## src/design/assert_macros.svh

```systemverilog
// ---------------------------------------------------------------------------
// assertion macros
// concurrent checks on clk, switched off when SYNTH is defined
// ---------------------------------------------------------------------------
`ifndef ASSERT_MACROS_SVH
`define ASSERT_MACROS_SVH

`ifndef SYNTH
// same-cycle implication
`define ASSERT_IMPL(label, ante, cons) \
  label: assert property (@(posedge clk) disable iff (rst) (ante) |-> (cons)) \
    else $error("same-cycle check failed");
// next-cycle implication
`define ASSERT_NEXT(label, ante, cons) \
  label: assert property (@(posedge clk) disable iff (rst) (ante) |=> (cons)) \
    else $error("next-cycle check failed");
`else
`define ASSERT_IMPL(label, ante, cons)
`define ASSERT_NEXT(label, ante, cons)
`endif

`endif

```

## src/design/ist_pkg.sv

```systemverilog
`timescale 1ns / 1ps
// ---------------------------------------------------------------------------
// ist_pkg
// shared types and constants of the interpolation search table
// ---------------------------------------------------------------------------
package ist_pkg;

  localparam int KEY_W   = 16;
  localparam int INDEX_W = 7;
  localparam int POS_W   = 7;
  localparam int LEN_W   = 8;

  localparam logic MODE_WRITE  = 1'b0;
  localparam logic MODE_LOOKUP = 1'b1;

  typedef struct packed {
    logic               mode;
    logic [INDEX_W-1:0] entry_index;
    logic [KEY_W-1:0]   search_key;
  } req_t;

  typedef struct packed {
    logic             found;
    logic [POS_W-1:0] position;
  } rsp_t;

  typedef enum logic [3:0] {
    ST_IDLE,
    ST_RD_LO,
    ST_RD_HI,
    ST_CHECK,
    ST_MUL,
    ST_DIV,
    ST_PROBE,
    ST_COMPARE,
    ST_EMIT
  } state_t;

  typedef enum logic [1:0] {
    ADDR_LO,
    ADDR_HI,
    ADDR_PROBE
  } addr_sel_t;

  typedef enum logic [1:0] {
    RES_MISS,
    RES_LO,
    RES_HI,
    RES_PROBE
  } res_sel_t;

  typedef struct packed {
    logic      mem_write;
    logic      start;
    addr_sel_t addr_sel;
    logic      load_klo;
    logic      load_khi;
    logic      div_start;
    logic      div_step;
    logic      load_probe;
    logic      narrow;
    logic      set_result;
    res_sel_t  res_sel;
    logic      emit;
  } cmd_t;

  typedef struct packed {
    logic span_small;
    logic key_eq_lo;
    logic key_eq_rd;
    logic out_of_range;
    logic ends_equal;
    logic div_last;
    logic out_free;
  } stat_t;

endpackage

```

## src/design/interpolation_search_table.sv

```systemverilog
`timescale 1ns / 1ps
// ---------------------------------------------------------------------------
// interpolation_search_table
// sorted key table with interpolation search lookups
// ---------------------------------------------------------------------------
//
//  channel | signals                          | transaction
//  --------+----------------------------------+-------------------------------
//  req     | req_valid, req_stall, req_data   | write an entry or look up a key
//  rsp     | rsp_valid, rsp_stall, rsp_data   | one found flag and position
//  cfg     | cfg_write, cfg_data              | table_length, no handshake
//
//  a write transaction gives no response
//  a lookup repeats probes until the key is found or the range check ends it;
//  each probe is two end reads, a multiply, a one-bit-per-cycle divide and a
//  probe read through the single read port of the key memory
//  req_stall is high from lookup accept until its response is registered
//  a held response does not block writes; reset clears control state only,
//  the key memory is unknown until written
// ---------------------------------------------------------------------------
`include "assert_macros.svh"

module interpolation_search_table #(
  parameter int TABLE_DEPTH = 128
) (
  input  logic                      clk,
  input  logic                      rst,
  input  logic                      cfg_write,
  input  logic [ist_pkg::LEN_W-1:0] cfg_data,
  input  logic                      req_valid,
  output logic                      req_stall,
  input  ist_pkg::req_t             req_data,
  output logic                      rsp_valid,
  input  logic                      rsp_stall,
  output ist_pkg::rsp_t             rsp_data
);
  import ist_pkg::*;

  cmd_t  cmd;
  stat_t stat;

  // sequencer: idle, end reads, range check, multiply, divide, probe, compare, emit
  ist_ctrl u_ctrl (
    .clk       (clk),
    .rst       (rst),
    .req_valid (req_valid),
    .req_mode  (req_data.mode),
    .req_stall (req_stall),
    .stat      (stat),
    .cmd       (cmd)
  );

  // key memory, bounds, arithmetic and response register
  ist_datapath #(
    .TABLE_DEPTH (TABLE_DEPTH)
  ) u_datapath (
    .clk       (clk),
    .rst       (rst),
    .cfg_write (cfg_write),
    .cfg_data  (cfg_data),
    .req_data  (req_data),
    .cmd       (cmd),
    .stat      (stat),
    .rsp_valid (rsp_valid),
    .rsp_stall (rsp_stall),
    .rsp_data  (rsp_data)
  );

  // a lookup holds off the next request while it searches
  `ASSERT_NEXT(a_lookup_holds_req, req_valid && !req_stall && req_data.mode == MODE_LOOKUP, req_stall)
  // a miss always reports position zero
  `ASSERT_IMPL(a_miss_pos_zero, rsp_valid && !rsp_data.found, rsp_data.position == '0)
  // a write never produces a response
  `ASSERT_NEXT(a_write_silent, req_valid && !req_stall && req_data.mode == MODE_WRITE && !rsp_valid, !rsp_valid)

endmodule

```

## src/design/ist_ctrl.sv

```systemverilog
`timescale 1ns / 1ps
// ---------------------------------------------------------------------------
// ist_ctrl
// sequencer for table writes and the interpolation search probe loop
// ---------------------------------------------------------------------------
module ist_ctrl (
  input  logic          clk,
  input  logic          rst,
  input  logic          req_valid,
  input  logic          req_mode,
  output logic          req_stall,
  input  ist_pkg::stat_t stat,
  output ist_pkg::cmd_t  cmd
);
  import ist_pkg::*;

  state_t state;
  state_t state_next;

  always_ff @(posedge clk) begin
    if (rst) begin
      state <= ST_IDLE;
    end else begin
      state <= state_next;
    end
  end

  always_comb begin
    state_next   = state;
    cmd          = '0;
    cmd.addr_sel = ADDR_LO;
    cmd.res_sel  = RES_MISS;
    req_stall    = 1'b1;
    case (state)
      ST_IDLE: begin
        req_stall = 1'b0;
        if (req_valid) begin
          if (req_mode == MODE_LOOKUP) begin
            cmd.start  = 1'b1;
            state_next = ST_RD_LO;
          end else begin
            cmd.mem_write = 1'b1;
          end
        end
      end
      ST_RD_LO: begin
        cmd.addr_sel = ADDR_LO;
        state_next   = ST_RD_HI;
      end
      ST_RD_HI: begin
        cmd.addr_sel = ADDR_HI;
        cmd.load_klo = 1'b1;
        state_next   = ST_CHECK;
      end
      ST_CHECK: begin
        cmd.load_khi = 1'b1;
        if (stat.span_small) begin
          // final pass: low end first, then high end
          cmd.set_result = 1'b1;
          if (stat.key_eq_lo) begin
            cmd.res_sel = RES_LO;
          end else if (stat.key_eq_rd) begin
            cmd.res_sel = RES_HI;
          end else begin
            cmd.res_sel = RES_MISS;
          end
          state_next = ST_EMIT;
        end else if (stat.out_of_range) begin
          cmd.set_result = 1'b1;
          cmd.res_sel    = RES_MISS;
          state_next     = ST_EMIT;
        end else if (stat.ends_equal) begin
          cmd.set_result = 1'b1;
          cmd.res_sel    = RES_LO;
          state_next     = ST_EMIT;
        end else begin
          state_next = ST_MUL;
        end
      end
      ST_MUL: begin
        cmd.div_start = 1'b1;
        state_next    = ST_DIV;
      end
      ST_DIV: begin
        cmd.div_step = 1'b1;
        if (stat.div_last) begin
          state_next = ST_PROBE;
        end
      end
      ST_PROBE: begin
        cmd.addr_sel   = ADDR_PROBE;
        cmd.load_probe = 1'b1;
        state_next     = ST_COMPARE;
      end
      ST_COMPARE: begin
        if (stat.key_eq_rd) begin
          cmd.set_result = 1'b1;
          cmd.res_sel    = RES_PROBE;
          state_next     = ST_EMIT;
        end else begin
          cmd.narrow = 1'b1;
          state_next = ST_RD_LO;
        end
      end
      ST_EMIT: begin
        if (stat.out_free) begin
          cmd.emit   = 1'b1;
          state_next = ST_IDLE;
        end
      end
      default: begin
        state_next = ST_IDLE;
      end
    endcase
  end

endmodule

```

## src/design/ist_datapath.sv

```systemverilog
`timescale 1ns / 1ps
// ---------------------------------------------------------------------------
// ist_datapath
// key memory, search bounds, multiplier, radix-2 divider and result register
// ---------------------------------------------------------------------------
module ist_datapath #(
  parameter int TABLE_DEPTH = 128
) (
  input  logic                        clk,
  input  logic                        rst,
  input  logic                        cfg_write,
  input  logic [ist_pkg::LEN_W-1:0]   cfg_data,
  input  ist_pkg::req_t               req_data,
  input  ist_pkg::cmd_t               cmd,
  output ist_pkg::stat_t              stat,
  output logic                        rsp_valid,
  input  logic                        rsp_stall,
  output ist_pkg::rsp_t               rsp_data
);
  import ist_pkg::*;

  localparam int IDX_W  = $clog2(TABLE_DEPTH);
  localparam int NUM_W  = KEY_W + IDX_W;
  localparam int CNT_W  = $clog2(IDX_W + 1);
  localparam logic [CNT_W-1:0] LAST_STEP = CNT_W'(IDX_W - 1);

  logic [KEY_W-1:0] mem [TABLE_DEPTH];
  logic [KEY_W-1:0] rdata;
  logic [IDX_W-1:0] raddr;

  logic [LEN_W-1:0] table_length;
  logic [KEY_W-1:0] key;
  logic [KEY_W-1:0] klo;
  logic [KEY_W-1:0] khi;
  logic [IDX_W-1:0] lo;
  logic [IDX_W-1:0] hi;
  logic [IDX_W-1:0] probe;
  logic [KEY_W-1:0] divisor;
  logic [KEY_W-1:0] rem;
  logic [IDX_W-1:0] quo;
  logic [CNT_W-1:0] cnt;
  logic             res_found;
  logic [IDX_W-1:0] res_pos;

  logic [31:0]      widx;
  logic             widx_ok;
  logic [31:0]      len_ext;
  logic [31:0]      used_len;
  logic [IDX_W-1:0] hi_init;
  logic [NUM_W-1:0] product;
  logic [KEY_W:0]   trial;
  logic             trial_ge;
  logic [KEY_W:0]   trial_diff;
  logic [IDX_W:0]   quo_shift;
  logic [IDX_W-1:0] probe_sum;
  logic [IDX_W-1:0] probe_clamped;
  logic [31:0]      pos_ext;

  // write address, ignored beyond the depth
  assign widx    = 32'(req_data.entry_index);
  assign widx_ok = widx < TABLE_DEPTH;

  // length in use, saturated to 2 .. depth
  assign len_ext  = 32'(table_length);
  assign used_len = (len_ext < 32'd2) ? 32'd2 :
                    (len_ext > TABLE_DEPTH) ? TABLE_DEPTH : len_ext;
  assign hi_init  = IDX_W'(used_len - 32'd1);

  // probe position with clamp to lo+1 .. hi-1
  assign probe_sum = lo + quo;
  always_comb begin
    if (quo == '0) begin
      probe_clamped = lo + IDX_W'(1);
    end else if (probe_sum >= hi) begin
      probe_clamped = hi - IDX_W'(1);
    end else begin
      probe_clamped = probe_sum;
    end
  end

  always_comb begin
    case (cmd.addr_sel)
      ADDR_LO:    raddr = lo;
      ADDR_HI:    raddr = hi;
      ADDR_PROBE: raddr = probe_clamped;
      default:    raddr = lo;
    endcase
  end

  always_ff @(posedge clk) begin
    if (cmd.mem_write && widx_ok) begin
      mem[widx[IDX_W-1:0]] <= req_data.search_key;
    end
    rdata <= mem[raddr];
  end

  // numerator of the interpolation, quotient fits in IDX_W bits
  assign product = NUM_W'(key - klo) * NUM_W'(hi - lo);

  // one restoring step per cycle, remainder stays below the divisor
  assign trial      = {rem, quo[IDX_W-1]};
  assign trial_ge   = trial >= {1'b0, divisor};
  assign trial_diff = trial - {1'b0, divisor};
  assign quo_shift  = {quo, trial_ge};

  always_ff @(posedge clk) begin
    if (rst) begin
      table_length <= LEN_W'(2);
    end else if (cfg_write) begin
      table_length <= cfg_data;
    end
  end

  always_ff @(posedge clk) begin
    if (cmd.start) begin
      key <= req_data.search_key;
      lo  <= '0;
      hi  <= hi_init;
    end else if (cmd.narrow) begin
      if (key < rdata) begin
        hi <= probe;
      end else begin
        lo <= probe;
      end
    end
    if (cmd.load_klo) begin
      klo <= rdata;
    end
    if (cmd.load_khi) begin
      khi <= rdata;
    end
    if (cmd.div_start) begin
      rem     <= product[NUM_W-1:IDX_W];
      quo     <= product[IDX_W-1:0];
      divisor <= khi - klo;
      cnt     <= '0;
    end else if (cmd.div_step) begin
      rem <= trial_ge ? trial_diff[KEY_W-1:0] : trial[KEY_W-1:0];
      quo <= quo_shift[IDX_W-1:0];
      cnt <= cnt + CNT_W'(1);
    end
    if (cmd.load_probe) begin
      probe <= probe_clamped;
    end
    if (cmd.set_result) begin
      case (cmd.res_sel)
        RES_LO: begin
          res_found <= 1'b1;
          res_pos   <= lo;
        end
        RES_HI: begin
          res_found <= 1'b1;
          res_pos   <= hi;
        end
        RES_PROBE: begin
          res_found <= 1'b1;
          res_pos   <= probe;
        end
        default: begin
          res_found <= 1'b0;
          res_pos   <= '0;
        end
      endcase
    end
  end

  // output register
  assign pos_ext = 32'(res_pos);

  always_ff @(posedge clk) begin
    if (rst) begin
      rsp_valid <= 1'b0;
    end else if (cmd.emit) begin
      rsp_valid <= 1'b1;
    end else if (!rsp_stall) begin
      rsp_valid <= 1'b0;
    end
  end

  always_ff @(posedge clk) begin
    if (cmd.emit) begin
      rsp_data.found    <= res_found;
      rsp_data.position <= pos_ext[POS_W-1:0];
    end
  end

  assign stat.span_small   = (hi - lo) <= IDX_W'(1);
  assign stat.key_eq_lo    = key == klo;
  assign stat.key_eq_rd    = key == rdata;
  assign stat.out_of_range = (key < klo) || (key > rdata);
  assign stat.ends_equal   = rdata == klo;
  assign stat.div_last     = cnt == LAST_STEP;
  assign stat.out_free     = !rsp_valid || !rsp_stall;

endmodule
```

## config.mk

```make
export PLATFORM = sky130hd
export DESIGN_NAME = interpolation_search_table
export DESIGN_NICKNAME = d
export VERILOG_FILES = /design/src/design/ist_pkg.sv /design/src/design/interpolation_search_table.sv /design/src/design/ist_ctrl.sv /design/src/design/ist_datapath.sv
export VERILOG_INCLUDE_DIRS = /design/src /design/src/design
export SDC_FILE = /design/constraint.sdc
export NUM_CORES = 2
export LEC_CHECK = 0
export BUFFER_PORTS_ARGS = -buffer_cell sky130_fd_sc_hd__buf_2
export CAP_MARGIN = 10
export CORE_MARGIN = 1.5
export CORE_UTILIZATION = 33
export DETAILED_ROUTE_END_ITERATION = 8
export MAX_ROUTING_LAYER = met4
export PLACE_DENSITY = 0.45
export SYNTH_ARGS = -nofsm -noshare
export SYNTH_HDL_FRONTEND = slang
export SYNTH_SLANG_ARGS = --single-unit
```

## constraint.sdc

```tcl
create_clock -name clk -period 10.9 [get_ports clk]
set_input_delay 2.725 -clock clk [delete_from_list [all_inputs] [get_ports clk]]
set_output_delay 2.725 -clock clk [all_outputs]
set_load 0.005 [all_outputs]
```

==> run summary <==
- **final-report hold violation count** 0
- **Final Setup Violations** 0
- **number of design-rule violations left by the first detailed-router iteration** 6064
- **global-route wire length before repair** 476.2 mm
- **drt wl/cell** 26.46 µm
- **Setup TNS** 0 ns
- **clock-pin slew on the worst setup and hold paths** 0.06 ns
- **clock period minus final worst setup slack** 9.372 ns
- **Worst path slowest cell** dfxtp_4
- **count of final max-slew check failures** 0
- **number of filler cells placed in the layout** 29206
- **start-to-end type of the worst setup path** flop to flop
- **VDD IR-drop max** 0.0008322 V
- **leakage dissipation** 39.62 nW
- **FF+latch area** 65800 µm²
- **I/O pin count** 47
- **status** finished, final reports clean
- **area fraction in and, or, nand and nor cells after synthesis** 15.32%
- **fin crit share** 85.98%
- **clock tree root buffer cell** clkbuf_16
- **Synthesis Warnings** 0
- **hpwl dp** 200.8 mm
- **fraction of synthesized area in multiplexers** 1.624%
- **post-CTS setup-driven buffer insertion count** 0
- **number of H-tree branching levels** 4
- **area of combinational cells with multiple inputs** 31650 µm²
- **largest driver fanout on the critical path** 39
- **relative slew slack** 5.770%
- **Longest Clk Path Bufs** 4
- **final weighted congestion in routability-driven placement** 0.8438
- **Int Pwr** 20.36 mW
- **share of synthesized cell area in full adder, half adder and majority cells** 5.600%
- **Critical Path Start Type** flop
- **kind of cell with the highest combined delay on the critical path** adder cells
- **part of the power in the clock network** 24.9%
- **crit path capture type** flop
- **share of the core filled with cells in the final layout** 37.56%
- **mean post-synth cell area** 12.17 µm²
- **power density relative to cell area** 284.0 nW/µm²
- **ratio of cells with drive above 1 in the final layout** 8.820%
- **register area share after synthesis** 65.32%
- **distinct cell type count after synthesis** 86
- **number of vias after detailed routing** 67385
- **net count of the finished layout** 8714
- **class of the worst hold path** flop to flop
- **layout overhead on the synthesized area** 13.11%
- **number of global-route vias before repair** 66253
- **dominant combinational cell family by area after synthesis** simple AND/OR/NAND/NOR gates
- **FF+latch count, synth** 2204
- **Finished Cell Area** 113900 µm²
- **starting density of the core** 33.21%
- **cell area after synthesis** 100700 µm²
- **switch share** 37.06%
- **required time of the worst setup path** 11.62 ns
- **fraction of power consumed by sequential logic** 29.3%
- **post-detailed-route count of antenna-violating nets** 0
- **Via density** 5.383
- **max-cap violation count** 0
- **switching power total** 11.99 mW
- **DRC violations left** 0
- **unrepaired setup endpoints after global routing** no
- **count of buffer and inverter cells on the critical path** 6
- **area of the die** 308500 µm²
- **number of synthesized flops with an enable pin** 2165
- **post_cts resized** 0
- **maximum number of pins on one net before global-route repair** 122
- **number of buffers created by CTS** 240
- **fraction of registers with async set or reset after synthesis** 0%
- **combinational group share of total power** 45.9%
- **synthesized netlist cell count** 8273
- **maximum achievable frequency** 0.1067 GHz
- **port buffer count** 46
- **number of search-and-repair iterations in the first detailed-routing pass** 5
- **total wirelength of the detailed-routed design** 331.1 mm
- **die span in x** 555.5 µm
- **antenna violations before repair** 29
- **CP peak stage delay** 0.83 ns
- **TritonCTS clock tree** done
- **Placed Area** 106200 µm²
- **CTS Sinks** 2204
- **complex-gate fraction of the synthesized area** 7.655%
- **clock insertion delay at the later pin of the skew report** 0.95 ns
- **most used flip-flop cell after synthesis** edfxtp_1
- **Core Footprint** 303300 µm²
- **Post-CTS Hold Buffers** 0
- **num rows** 202
- **GRT Overall Usage** 21.59%
- **critical path's most frequent cell** fa_1
- **share of the synthesized netlist area taken by xor and xnor gates** 1.045%
- **Net Count, Synth** 8654
- **remaining global-route overflow** 0
- **die height** 555.5 µm
- **arrival time at the worst endpoint** 10.09 ns
- **slew of the pin with the lowest slew margin** 1.405 ns
- **worst setup skew after layout** 0.09352 ns
-- cell families (layout without fill, tap and decap cells) --
kind of cell | after synthesis | count (layout)
adder cells (fa/ha/maj) | 344 | 344
flip-flops | 2204 | 2204
XOR/XNOR | 117 | 117
multiplexers | 162 | 162
buffers and inverters | 818 | 1071
AO/OA/AOI/OAI | 1107 | 1107
other | 0 | 13
AND/OR/NAND/NOR | 3521 | 3521
-- area by class of cell --
class	count	share of cell area (%)
sequential	2204	57.75
multi-input combinational	5251	27.78
clock buffer	299	5.521
tap	3978	4.369
timing repair buffer	323	2.325
clock inverter	136	1.189
inverter	313	1.031
antenna	13	0.02855
-- placed cells by master (no fill, tap or decap), types with 30 or more instances in the layout --
master,instances
nor3_1,51
nand3_1,683
o21ai_0,96
nor2_1,281
xnor2_1,66
mux2i_1,151
nand4_1,68
dfxtp_1,38
inv_1,310
xor2_1,49
clkbuf_1,55
a21oi_1,260
fa_1,178
nor4_1,52
a211oi_1,126
buf_4,261
edfxtp_1,2165
clkinv_1,41
a221oi_1,137
nand2_1,2016
ha_1,165
a311oi_1,139
a31oi_1,146
buf_2,30
clkinv_2,56
and3_1,186
clkbuf_16,242
nor2b_1,34
nand2b_1,32
-- metal layers --
layer / global-route usage [%] / routed length, µm / part of all wire, % / vias to the layer above
li1: - / - / - / 30408
met1: 28.62 / 145200 / 44 / 34598
met2: 35.09 / 159300 / 48 / 1968
met3: 2.187 / 17340 / 5.2 / 411
met4: 6.305 / 9314 / 2.8 / 0
met5: - / 0 / 0 / -
-- power groups by stage --
stage | logic (mW) | registers [mW] | clock network [mW]
floorplan | 11.6 | 9.61 | 0
global placement | 15.0 | 9.64 | 0
detailed placement | 15.1 | 9.65 | 0
CTS | 15.3 | 9.47 | 8.21
global route | 17.0 | 9.47 | 8.51
finish | 14.8 | 9.47 | 8.05
-- worst paths after layout --
path                                               end             startpoint  cells past startpoint  slack, ns
worst min-delay path            u_datapath.rsp_data[1]  u_datapath.res_pos[1]                      0       0.43
worst max-delay path                u_datapath.rem[15]       u_datapath.lo[0]                     31       1.53
worst max register to register      u_datapath.rem[15]       u_datapath.lo[0]                     31       1.53
worst min register to register  u_datapath.rsp_data[1]  u_datapath.res_pos[1]                      0       0.43
-- state kept, by name (all words and copies together) (netlist names) --
name / cells
u_datapath.mem: 2048
u_datapath.divisor: 16
u_datapath.key: 16
u_datapath.khi: 16
u_datapath.klo: 16
u_datapath.rdata: 16
u_datapath.rem: 16
u_datapath.rsp_data: 8
u_datapath.table_length: 8
u_datapath.hi: 7
u_datapath.lo: 7
u_datapath.probe: 7
u_datapath.quo: 7
u_datapath.res_pos: 7
u_ctrl.state: 4
u_datapath.cnt: 3
u_datapath.res_found: 1
u_datapath.rsp_valid: 1
-- Yosys cell counts (all sizes together), types with 16 or more instances --
library cell | instances | area [µm²]
a2111oi | 17 | 155.1
a211oi | 129 | 978.4
a21o | 28 | 210.2
a21oi | 264 | 1333
a221oi | 137 | 1200
a311oi | 140 | 1232
a31oi | 146 | 913.4
and2 | 21 | 131.4
and3 | 187 | 1175
buf | 339 | 1664
clkbuf | 166 | 623.1
dfxtp | 39 | 780.8
edfxtp | 2165 | 65010
fa | 178 | 3563
ha | 166 | 2077
inv | 312 | 1171
mux2i | 151 | 1511
nand2 | 2020 | 7602
nand2b | 32 | 200.2
nand3 | 685 | 3428
nand4 | 68 | 425.4
nor2 | 300 | 1139
nor2b | 35 | 219.0
nor3 | 54 | 275.3
nor4 | 59 | 384.1
o21ai | 106 | 534.3
o22ai | 26 | 162.7
or3 | 16 | 100.1
xnor2 | 66 | 578.1
xor2 | 49 | 429.2
-- through the flow --
step / total power, mW / hold WS [ns] / std cells / setup WS (ns)
CTS: 32.93 / 0.4279 / 12503 / 1.566
floorplan: 21.21 / 0.4003 / 8273 / 2.887
detailed placement: 24.73 / 0.4138 / 12068 / 1.655
global route: 34.98 / 0.4292 / 12511 / 1.031
finish: 32.35 / 0.4261 / 12517 / 1.528
global placement: 24.69 / 0.4124 / 12067 / 1.590
Power figures use the tool's default switching activity.
